### src/rtl/xnec_pkg.sv
`default_nettype none
package xnec_pkg;

    localparam int BurstMax = 5;
    localparam int ByteW    = 8;

    typedef logic [ByteW-1:0] byte_t;

    localparam byte_t CHAR_AMP   = 8'h26;
    localparam byte_t CHAR_APOS  = 8'h27;
    localparam byte_t CHAR_QUOT  = 8'h22;
    localparam byte_t CHAR_GT    = 8'h3E;
    localparam byte_t CHAR_LT    = 8'h3C;
    localparam byte_t CHAR_HASH  = 8'h23;
    localparam byte_t CHAR_SEMI  = 8'h3B;
    localparam byte_t DIGIT_0    = 8'h30;
    localparam byte_t DIGIT_2    = 8'h32;
    localparam byte_t DIGIT_3    = 8'h33;
    localparam byte_t DIGIT_4    = 8'h34;
    localparam byte_t DIGIT_6    = 8'h36;
    localparam byte_t DIGIT_8    = 8'h38;
    localparam byte_t DIGIT_9    = 8'h39;

    typedef enum logic {
        MODE_ENCODE = 1'b0,
        MODE_DECODE = 1'b1
    } mode_t;

    typedef struct packed {
        logic [BurstMax-1:0][ByteW-1:0] data;
        logic [2:0]                     count;
        logic                           last;
    } burst_t;

    typedef struct packed {
        logic  hit;
        byte_t d1;
        byte_t d2;
    } ent_t;

    typedef struct packed {
        logic  hit;
        byte_t ch;
    } dec_t;

    function automatic ent_t encode_lookup(input byte_t c);
        ent_t r;
        r = '0;
        unique case (c)
            CHAR_AMP:  r = '{hit: 1'b1, d1: DIGIT_3, d2: DIGIT_8};
            CHAR_APOS: r = '{hit: 1'b1, d1: DIGIT_3, d2: DIGIT_9};
            CHAR_QUOT: r = '{hit: 1'b1, d1: DIGIT_3, d2: DIGIT_4};
            CHAR_GT:   r = '{hit: 1'b1, d1: DIGIT_6, d2: DIGIT_2};
            CHAR_LT:   r = '{hit: 1'b1, d1: DIGIT_6, d2: DIGIT_0};
            default:   r = '0;
        endcase
        return r;
    endfunction

    function automatic dec_t decode_lookup(input byte_t d1, input byte_t d2);
        dec_t r;
        r = '0;
        unique case ({d1, d2})
            {DIGIT_3, DIGIT_8}: r = '{hit: 1'b1, ch: CHAR_AMP};
            {DIGIT_3, DIGIT_9}: r = '{hit: 1'b1, ch: CHAR_APOS};
            {DIGIT_3, DIGIT_4}: r = '{hit: 1'b1, ch: CHAR_QUOT};
            {DIGIT_6, DIGIT_2}: r = '{hit: 1'b1, ch: CHAR_GT};
            {DIGIT_6, DIGIT_0}: r = '{hit: 1'b1, ch: CHAR_LT};
            default:            r = '0;
        endcase
        return r;
    endfunction

endpackage
`default_nettype wire

### src/rtl/xnec_convert.sv
`default_nettype none
module xnec_convert (
    input  wire logic           aclk,
    input  wire logic           aresetn,
    input  wire logic           cfg_wr,
    input  wire logic           cfg_mode,
    input  wire logic           in_take,
    input  wire xnec_pkg::byte_t in_byte,
    input  wire logic           in_last,
    output xnec_pkg::burst_t    burst
);
    import xnec_pkg::*;

    mode_t      mode_reg;
    logic [2:0] ml_reg;
    logic [2:0] ml_next;
    byte_t      held_reg [4];
    logic       held_we;
    logic [1:0] held_idx;

    byte_t      seq [BurstMax];
    ent_t       ent;
    dec_t       dec_full;
    dec_t       dec_tail;
    logic       matched;
    logic       ext_ok;

    always_comb begin
        for (int i = 0; i < 4; i++) begin
            seq[i] = (3'(i) < ml_reg) ? held_reg[i] : in_byte;
        end
        seq[4] = in_byte;

        ent      = encode_lookup(in_byte);
        dec_full = decode_lookup(held_reg[2], held_reg[3]);
        dec_tail = decode_lookup(held_reg[2], in_byte);
        matched  = (ml_reg == 3'd4) && (in_byte == CHAR_SEMI) && dec_full.hit;

        unique case (ml_reg)
            3'd0:    ext_ok = (in_byte == CHAR_AMP);
            3'd1:    ext_ok = (in_byte == CHAR_HASH);
            3'd2:    ext_ok = (in_byte == DIGIT_3) || (in_byte == DIGIT_6);
            3'd3:    ext_ok = dec_tail.hit;
            default: ext_ok = 1'b0;
        endcase

        burst.last = in_last;
        for (int i = 0; i < BurstMax; i++) begin
            burst.data[i] = seq[i];
        end
        burst.count = 3'd0;
        ml_next     = 3'd0;
        held_we     = 1'b0;
        held_idx    = ml_reg[1:0];

        if (mode_reg == MODE_ENCODE) begin
            if (ent.hit) begin
                burst.data[0] = CHAR_AMP;
                burst.data[1] = CHAR_HASH;
                burst.data[2] = ent.d1;
                burst.data[3] = ent.d2;
                burst.data[4] = CHAR_SEMI;
                burst.count   = 3'd5;
            end else begin
                burst.data[0] = in_byte;
                burst.count   = 3'd1;
            end
        end else if (matched) begin
            burst.data[0] = dec_full.ch;
            burst.count   = 3'd1;
        end else if (ext_ok) begin
            held_we     = 1'b1;
            burst.count = in_last ? ml_reg + 3'd1 : 3'd0;
            ml_next     = in_last ? 3'd0 : ml_reg + 3'd1;
        end else if (in_byte == CHAR_AMP) begin
            held_we     = 1'b1;
            held_idx    = 2'd0;
            burst.count = in_last ? ml_reg + 3'd1 : ml_reg;
            ml_next     = in_last ? 3'd0 : 3'd1;
        end else begin
            burst.count = ml_reg + 3'd1;
        end
    end

    always_ff @(posedge aclk) begin
        if (!aresetn) begin
            mode_reg <= MODE_ENCODE;
            ml_reg   <= 3'd0;
        end else if (cfg_wr) begin
            mode_reg <= mode_t'(cfg_mode);
            ml_reg   <= 3'd0;
        end else if (in_take) begin
            ml_reg <= ml_next;
        end
    end

    always_ff @(posedge aclk) begin
        if (in_take && held_we) begin
            held_reg[held_idx] <= in_byte;
        end
    end

endmodule
`default_nettype wire

### src/rtl/xnec_emit.sv
`default_nettype none
module xnec_emit (
    input  wire logic             aclk,
    input  wire logic             aresetn,
    input  wire logic             take,
    input  wire xnec_pkg::burst_t burst_in,
    output logic                  in_ready,
    output logic                  m_valid,
    input  wire logic             m_ready,
    output xnec_pkg::byte_t       m_data,
    output logic                  m_last
);
    import xnec_pkg::*;

    logic [BurstMax-1:0][ByteW-1:0] buf_reg;
    logic [2:0]                     cnt_reg;
    logic                           last_reg;
    logic                           out_valid_reg;
    byte_t                          out_byte_reg;
    logic                           out_last_reg;
    logic                           out_free;
    logic                           pop;

    assign out_free = !out_valid_reg || m_ready;
    assign pop      = out_free && (cnt_reg != 3'd0);
    assign in_ready = (cnt_reg == 3'd0) || ((cnt_reg == 3'd1) && out_free);

    always_ff @(posedge aclk) begin
        if (!aresetn) begin
            cnt_reg       <= 3'd0;
            out_valid_reg <= 1'b0;
        end else begin
            if (take) begin
                cnt_reg <= burst_in.count;
            end else if (pop) begin
                cnt_reg <= cnt_reg - 3'd1;
            end
            if (pop) begin
                out_valid_reg <= 1'b1;
            end else if (m_ready) begin
                out_valid_reg <= 1'b0;
            end
        end
    end

    always_ff @(posedge aclk) begin
        if (take) begin
            buf_reg  <= burst_in.data;
            last_reg <= burst_in.last;
        end else if (pop) begin
            buf_reg <= buf_reg >> ByteW;
        end
        if (pop) begin
            out_byte_reg <= buf_reg[0];
            out_last_reg <= last_reg && (cnt_reg == 3'd1);
        end
    end

    assign m_valid = out_valid_reg;
    assign m_data  = out_byte_reg;
    assign m_last  = out_last_reg;

endmodule
`default_nettype wire

### src/rtl/xml_numeric_entity_codec.sv
// XML numeric entity codec.
// The s_axis channel takes one text byte per item, with tlast on the final byte of a
// string. The m_axis channel returns the converted bytes, with tlast on the final
// output byte of the string. The cfg channel writes the mode bit: 0 encodes the
// characters & ' " > < as &#38; &#39; &#34; &#62; &#60;, 1 decodes those references.
// A mode write drops any partial reference being held; cfg_ready is always high.
// An item produces zero to five output bytes. The first byte is registered in the
// burst buffer and then in the output register before it is valid on m_axis.
// Items that produce at most one byte are taken one per cycle while m_axis is not
// stalled. An item that produces more keeps s_axis_tready low until its burst is
// down to its final byte, as the output register sends at most one byte per cycle.
// A byte that extends a partial reference produces no output until the reference
// completes, fails or the string ends.
// Reset clears the mode to encode and empties all buffers; no clearing pass follows.
// When m_axis_tready is low, the output byte holds and input stops once the
// pending burst is down to its final byte.
`default_nettype none
module xml_numeric_entity_codec (
    input  wire logic       aclk,
    input  wire logic       aresetn,
    input  wire logic       s_axis_tvalid,
    output logic            s_axis_tready,
    input  wire logic [7:0] s_axis_tdata,   // [7:0] in_byte
    input  wire logic       s_axis_tlast,
    output logic            m_axis_tvalid,
    input  wire logic       m_axis_tready,
    output logic [7:0]      m_axis_tdata,   // [7:0] out_byte
    output logic            m_axis_tlast,
    input  wire logic       cfg_valid,
    output logic            cfg_ready,
    input  wire logic       cfg_data
);
    import xnec_pkg::*;

    burst_t burst;
    logic   s_take;

    assign cfg_ready = 1'b1;
    assign s_take    = s_axis_tvalid && s_axis_tready;

    xnec_convert u_convert (
        .aclk     (aclk),
        .aresetn  (aresetn),
        .cfg_wr   (cfg_valid && cfg_ready),
        .cfg_mode (cfg_data),
        .in_take  (s_take),
        .in_byte  (s_axis_tdata),
        .in_last  (s_axis_tlast),
        .burst    (burst)
    );

    xnec_emit u_emit (
        .aclk     (aclk),
        .aresetn  (aresetn),
        .take     (s_take),
        .burst_in (burst),
        .in_ready (s_axis_tready),
        .m_valid  (m_axis_tvalid),
        .m_ready  (m_axis_tready),
        .m_data   (m_axis_tdata),
        .m_last   (m_axis_tlast)
    );

endmodule
`default_nettype wire

### config.mk
export PLATFORM = sky130hd
export DESIGN_NAME = xml_numeric_entity_codec
export DESIGN_NICKNAME = d
export VERILOG_FILES = /design/src/rtl/xnec_pkg.sv /design/src/rtl/xnec_convert.sv /design/src/rtl/xnec_emit.sv /design/src/rtl/xml_numeric_entity_codec.sv
export SDC_FILE = /design/constraint.sdc
export NUM_CORES = 1
export LEC_CHECK = 0
export ABC_CLOCK_PERIOD_IN_PS = 6800
export BUFFER_PORTS_ARGS = -buffer_cell sky130_fd_sc_hd__clkbuf_2
export CORE_UTILIZATION = 30
export CTS_BUF_LIST = sky130_fd_sc_hd__clkbuf_4 sky130_fd_sc_hd__clkbuf_8 sky130_fd_sc_hd__clkbuf_16
export DETAILED_ROUTE_END_ITERATION = 16
export RECOVER_POWER = 100
export SETUP_SLACK_MARGIN = 0.5
export SLEW_MARGIN = 5
export SYNTH_ARGS = -nofsm -noshare
export SYNTH_HDL_FRONTEND = slang
export SYNTH_SLANG_ARGS = --single-unit
### constraint.sdc
create_clock -name aclk -period 6.8 [get_ports aclk]
set_clock_uncertainty 0.05 [all_clocks]
set_input_delay 0.68 -clock aclk [delete_from_list [all_inputs] [get_ports aclk]]
set_output_delay 0.68 -clock aclk [all_outputs]
set_load 0.1 [all_outputs]
== Word-level counts from Yosys, hierarchy flattened ==
Memories as Yosys holds them, arrays and structs flattened.
Index checks and enable logic that the tools add are counted.

* Word-level logic and storage cells: 101
* Bits of input ports: 15
* Memories kept: 1
* Output and inout bits: 12
* Memory bits (writable): 32
* Register bits: 58

* Bitwise gates (word level): 1
* Equal/unequal tests: 24
* Reductions and logical operators: 17
* Mux-type cells: 40
* Magnitude comparators: 4
* $add $sub $neg: 2

{| class="wikitable"
|+ Memory list
! name !! depth !! width !! read ports !! clocked after Yosys merged registers in !! wr ports !! RTL line !! source
|-
| u_convert.held_reg || 4 || 8 || 4 || 0 || 1 || xnec_convert.sv:17 || <nowiki>byte_t held_reg [4];</nowiki>
|}

{| class="wikitable"
|+ Operator list
! kind !! number
|-
| 16-bit by 14-bit == test with 1-bit output, second input constant || 10
|-
| 9-bit case mux with 5 select lines || 2
|-
| 17-bit case mux with 5 select lines || 1
|-
| 40-bit 2-to-1 mux || 2
|-
| 8-bit by 6-bit == test with 1-bit output, second input constant || 9
|-
| 32-bit 2-to-1 mux || 2
|-
| 8-bit 2-to-1 mux || 5
|-
| 3-bit 2-to-1 mux || 12
|-
| 11-bit 2-to-1 mux || 2
|-
| 1-bit 2-to-1 mux || 9
|-
| 2-bit 2-to-1 mux || 4
|-
| 1-bit logical AND || 7
|-
| 3-bit by 1-bit == test with 1-bit output, second input constant || 2
|-
| 3-bit by 2-bit == test with 1-bit output, second input constant || 2
|-
| 3-bit logical NOT || 2
|-
| 1-bit by 3-bit < comparator with 1-bit output, first input constant || 2
|-
| 2-bit by 3-bit < comparator with 1-bit output, first input constant || 2
|-
| 1-bit case mux with 4 select lines || 1
|-
| 2-bit nonzero test || 2
|-
| 3-bit by 1-bit adder with 3-bit output, second input constant || 1
|-
| 3-bit == test, second input constant || 1
|-
| 1-bit logical OR || 3
|-
| 3-bit nonzero test || 1
|-
| 3-bit by 1-bit subtractor with 3-bit output, second input constant || 1
|-
| 3 further kinds || 3
|}

== Logic depth before layout (Yosys ltp) ==
An unclocked memory read counts as a cell.

* Word-level depth: 10
* Mapped depth: 11
* Depth with buffers taken out: 9

== Modules after synthesis ==
From an unflattened synthesis, not the netlist that was laid out.

* Cells, all modules: 387
* Area total of the unflattened synthesis: 4,777.1 um2

{| class="wikitable"
|+ By module, submodules not included
! module !! seq. area each (um2) !! cells an instance !! instances !! area each (um2)
|-
| xnec_convert || 1,041.0 || 257 || 1 || 2,387.3
|-
| xnec_emit || 1,581.5 || 127 || 1 || 2,372.3
|-
| xml_numeric_entity_codec || 0.0 || 3 || 1 || 17.5
|}

== Worst setup path before layout ==
No wires, ideal clock.

* Path kind: register to register
* Start: reg u_emit.out_valid_reg (netlist: u_emit.m_valid)
* End: reg u_emit.buf_reg[0] in the netlist's numbering, enable pin
* Required time: 6.346 ns
* Clock period less this slack: 4.422 ns
* Path buffers: 1
* Slack: 2.378 ns
* Stages on the path, launching flop included: 7
* Library setup time: 0.404 ns
* Data arrival time: 3.968 ns
* Cells stage by stage: dfxtp_1 nand2b_1 a21oi_1 nor2_1 nand2_1 clkbuf_1 nand2b_1

* Word-level cells in the longest chain between the ends: 6

{| class="wikitable"
|+ RTL lines
! item !! RTL line !! source
|-
| start, declared || xnec_emit.sv:18 || <nowiki>logic out_valid_reg;</nowiki>
|-
| start signal, assigned || xnec_emit.sv:31 || <nowiki>out_valid_reg <= 1'b0;</nowiki>
|-
| start signal, assigned || xnec_emit.sv:39 || <nowiki>out_valid_reg <= 1'b1;</nowiki>
|-
| start signal, assigned || xnec_emit.sv:41 || <nowiki>out_valid_reg <= 1'b0;</nowiki>
|-
| 1-bit logical NOT || xnec_emit.sv:24 || <nowiki>assign out_free = !out_valid_reg || m_ready;</nowiki>
|-
| 1-bit logical OR || xnec_emit.sv:24 ||
|-
| 1-bit logical AND || xnec_emit.sv:26 || <nowiki>assign in_ready = (cnt_reg == 3'd0) || ((cnt_reg == 3'd1) && out_free);</nowiki>
|-
| 1-bit logical OR || xnec_emit.sv:26 ||
|-
| net s_axis_tready || xml_numeric_entity_codec.sv:22 || <nowiki>output logic s_axis_tready,</nowiki>
|-
| 1-bit logical AND || xml_numeric_entity_codec.sv:39 || <nowiki>assign s_take = s_axis_tvalid && s_axis_tready;</nowiki>
|-
| 2-bit nonzero test (no line) || - ||
|-
| end signal, assigned || xnec_emit.sv:48 || <nowiki>buf_reg <= burst_in.data;</nowiki>
|-
| end signal, assigned || xnec_emit.sv:51 || <nowiki>buf_reg <= buf_reg >> ByteW;</nowiki>
|-
| end, declared || xnec_emit.sv:15 || <nowiki>logic [BurstMax-1:0][ByteW-1:0] buf_reg;</nowiki>
|}

The timed path passes the listed nets, and every way through them passes these cells.
A chain may end at the register's enable or synchronous reset.

== Final worst setup path ==
* Start: reg u_emit.cnt_reg[0]
* End: mem u_convert.held_reg[1][7] in the netlist's numbering, enable pin

* Word-level cells in the longest chain between the ends: 7

{| class="wikitable"
|+ RTL lines
! item !! RTL line !! source
|-
| start, declared || xnec_emit.sv:16 || <nowiki>logic [2:0] cnt_reg;</nowiki>
|-
| start signal, assigned || xnec_emit.sv:34 || <nowiki>cnt_reg <= burst_in.count;</nowiki>
|-
| start signal, assigned || xnec_emit.sv:36 || <nowiki>cnt_reg <= cnt_reg - 3'd1;</nowiki>
|-
| 3-bit by 1-bit == test with 1-bit output || xnec_emit.sv:26 ||
|-
| 1-bit logical AND || xnec_emit.sv:26 ||
|-
| 1-bit logical OR * || xnec_emit.sv:26 ||
|-
| 1-bit logical AND * || xml_numeric_entity_codec.sv:39 ||
|-
| 1-bit logical AND * || xnec_convert.sv:98 || <nowiki>if (in_take && held_we) begin</nowiki>
|-
| 1-bit 2-to-1 mux * || xnec_convert.sv:98 ||
|-
| 1-bit 2-to-1 mux (not written as such) * || xnec_convert.sv:99 || <nowiki>held_reg[held_idx] <= in_byte;</nowiki>
|-
| end, declared || xnec_convert.sv:17 ||
|}

Mark *: on every way between the ends. The rest lies on a longest branch, timed or not.

==> summary.txt <==
Floorplanning
  • Width of the die: 122.8 µm
  • Core outline area: roughly 14,000 µm²
  • DIE HEIGHT: roughly 120 µm
  • Full die area: roughly 15,000 µm²
  • Row count: 43
  • Starting density of the core: a little under a third
  • Number of I/O pins: 27

Power
  • Power per unit of standard cell area: approximately 450 nW/µm²
  • VDD IR max: roughly 0.17 mV
  • Static Leak: 1.770 nW

Drt
  • Mean routed wirelength per cell: roughly 17 µm
  • Starting DRT DRC Count: roughly 290
  • Number of vias after detailed routing: roughly 3.0k
  • Vias per Instance: around 5.2
  • First-pass detailed-route iteration total: 5
  • Total length of routed wires: approximately 9.8 mm
  • Antenna-violating nets left: 0
  • DRC violations left: 0

Timing
  • Final hold viol count: 0
  • Worst Tran Pin Value: 1.834 ns
  • Sum of negative setup slack: 0 ns
  • Final worst path period need: approximately 4 ns
  • Final slew viol count: 41
  • RSZ-0062 raised after global routing: false
  • Final count of negative-setup-slack endpoints: 0
  • Slew headroom: -22.28%
  • Achievable frequency: 254.9 MHz
  • Portion of the clock cycle consumed by the worst path in the final layout: 57.68%

Final layout
  • Layout Nets: 416
  • Area overhead of the layout relative to synthesis: 11.06%
  • Antenna Diode Count: 0
  • Filler cell count: between 1k and 1.5k
  • Number of flip-flops under the largest register name: 40
  • Share of post-route cells with drive strength above 1: under 10%
  • Layout Utilization: about a third

Synthesis
  • Arithmetic-cell share of the synthesized area counting full adders, half adders and majority gates: between 2 and 2.5%
  • Gate count of the mapped netlist: between 300 and 400
  • Netlist cell types: 48
  • Area of the mapped netlist: between 4000 and 5000 µm²
  • Cell types with the highest counts after synthesis: edfxtp_1 (82), nor2_1 (44), nand2_1 (36), mux2i_1 (27), clkbuf_1 (20)
  • Synthesized-area fraction occupied by ao, oa, aoi and oai cells: approximately 12%
  • Synth async-reset ratio: 0%
  • Count of flip-flops with a built-in enable after synthesis: between 80 and 90
  • Synthesized flop and latch total: 90
  • Simple-gate share of the synthesized area: ~15%
  • Most repeated cell in the gate-level netlist after synthesis: edfxtp_1
  • Area contributors post-synth: edfxtp_1 (56%), mux2i_1 (6.2%), nor2_1 (3.8%)
  • Seq/Total Area, Yosys: 59.90%
  • Yosys top cell area share: a little under three fifths
  • Leading area contributor after synthesis: edfxtp_1
  • Post-synthesis area per instance: around 12 µm²
  • Post-Syn Nets: 401
  • Syn. warnings: 0
  • Dominant combinational cell family by area after synthesis: simple AND/OR/NAND/NOR gates
  • Most frequently used flop master after synthesis: edfxtp_1
  • Mux share of post-synthesis cell area: 7.716%
  • XOR/XNOR Fraction of Synth Area: less than 1%

Placement
  • Final Wtd Congestion: ~0.83
  • Buffers on Ports: 25
  • HPWL after detailed placement: 6.748 mm

CTS
  • Post-CTS setup buffer count: 0
  • Clock slew at the register clock pins of the worst setup and hold paths: 0.06 ns
  • Clk Latency, worst-skew pair: roughly 0.35 ns
  • Clock root buffer: clkbuf_16
  • Number of buffers on the longest clock path: 2
  • Number of buffers created by CTS: 9
  • Count of instances resized after the clock tree is built: 0
  • H-Tree Level Count: 3
  • TritonCTS clock tree: built
  • Count of clock tree sinks: 90
  • Number of hold-repair buffers added at the cts stage: 0

Hold path
  • Min-Delay Path Class: reg -> reg

GRT
  • Overflow after GRT: 0
  • First-pass GRT wire length: approximately 15 mm
  • Pin count of the biggest net entering global routing: 43
  • Vias in the first global route: about 2.8k
  • All-Layer GR Usage: roughly 14%
  • Number of antenna violations at the first check in global routing: 0

Worst setup path
  • CP Cell Sequence: inv_1, ha_1, a21oi_1, nor2_1, nand2_1, inv_1, nand2_1, or2_2, nor3_1
  • Req. time, crit path: ~6.7 ns
  • Highest fanout seen on the critical path: 37
  • Slowest CP cell: nor3_1
  • Data arrival at the endpoint of the critical path: ~3.8 ns
  • Type of origin of the critical path: register
  • Critical path start-end classification: reg -> reg
  • Maximum cell stage delay along the critical path: 0.85 ns
  • CP endpoint kind: register
  • Cell family contributing the most delay on the critical path: simple AND/OR/NAND/NOR gates
  • Count of buffering cells on the critical path with inverters included: 2

Job
  • Number of maximum-capacitance violations: 1

Run status
  • Failing checks: capacitance limit, slew limit
  • Run status: complete, but fails checks
## cell type report
class	count	area (µm²)	share of cell area [%]
clock buffers	9	225.2	4.632
clock inverters	7	43.79	0.9007
inverters	11	41.29	0.8492
multi-input cells	253	1589	32.68
flip-flops and latches	90	2623	53.94
well taps	180	225.2	4.632
repair buffers	28	115.1	2.367
## logic make-up (layout without fill, tap and decap cells)
family	after synthesis	in the layout
DFF	90	90
adders and majority gates	8	8
buffers and inverters	35	55
other	1	1
AOI/OAI and AO/OA	77	77
muxes	33	33
xor gates and xnor gates	2	2
and+or+nand+nor	132	132
## metal layers
metal / up-vias / global-route usage (%) / routed length (µm)
met3: 15 / 2.928 / 586
met2: 107 / 20.15 / 4313
met5: - / 0 / 0
met1: 1453 / 19.79 / 4690
met4: 0 / 6.250 / 170
li1: 1436 / - / -
## worst register-to-register path: stages, from the launching register on
cell and delay, ns:
dfxtp_1 0.31, inv_1 0.11, ha_1 0.21, a21oi_1 0.06, nor2_1 0.37, nand2_1 0.13, inv_1 0.76, nand2_1 0.26
or2_2 0.43, nor3_1 0.85
## path summary, 6_finish.rpt
check	endpoint	from	slack [ns]	cells after the start
max	u_convert.held_reg[1][7]	u_emit.cnt_reg[0]	2.88	9
min	u_emit.m_data[4]	u_emit.buf_reg[4]	0.37	0
max reg2reg	u_convert.held_reg[1][7]	u_emit.cnt_reg[0]	2.88	9
min reg2reg	u_emit.m_data[4]	u_emit.buf_reg[4]	0.37	0
## placed cells by master (no fill, tap or decap), types with 2 or more instances in the layout
master	n
o31ai_1	12
and3_1	6
a311oi_1	2
nor4b_1	4
inv_1	11
dfxtp_1	8
xnor2_1	2
a221oi_1	4
clkbuf_2	5
nand3_1	5
a31oi_1	14
a21oi_1	15
nor3_1	7
nor2b_1	8
nor4bb_1	3
a211oi_1	4
clkbuf_16	9
o21ai_1	3
clkbuf_1	22
nor2_1	44
edfxtp_1	82
clkinv_2	3
nand2b_1	6
ha_1	8
nand2_1	37
mux2_2	6
mux2i_1	27
nor3b_1	4
o21ai_0	15
nand4_1	2
## per-stage QoR
stage	instances	worst slack, ns	hold slack, ns	power [mW]	cell area (µm²)
after floorplan	378	2.378	0.3503	1.581	4378
after global placement	562	2.849	0.3574	1.736	4647
after global routing	578	2.404	0.3740	2.294	4862
after detailed placement	562	2.663	0.3545	1.750	4647
after CTS	578	3.039	0.3687	2.209	4916
final	578	2.878	0.3676	2.175	4862
## power by group
part / internal [mW] / switching (mW) / total [mW]
Combinational: 0.146 / 0.614 / 0.760
Clock: 0.246 / 0.213 / 0.460
Sequential: 0.906 / 0.0491 / 0.955
Total: 1.30 / 0.876 / 2.17
(Power assumes the default switching activity.)
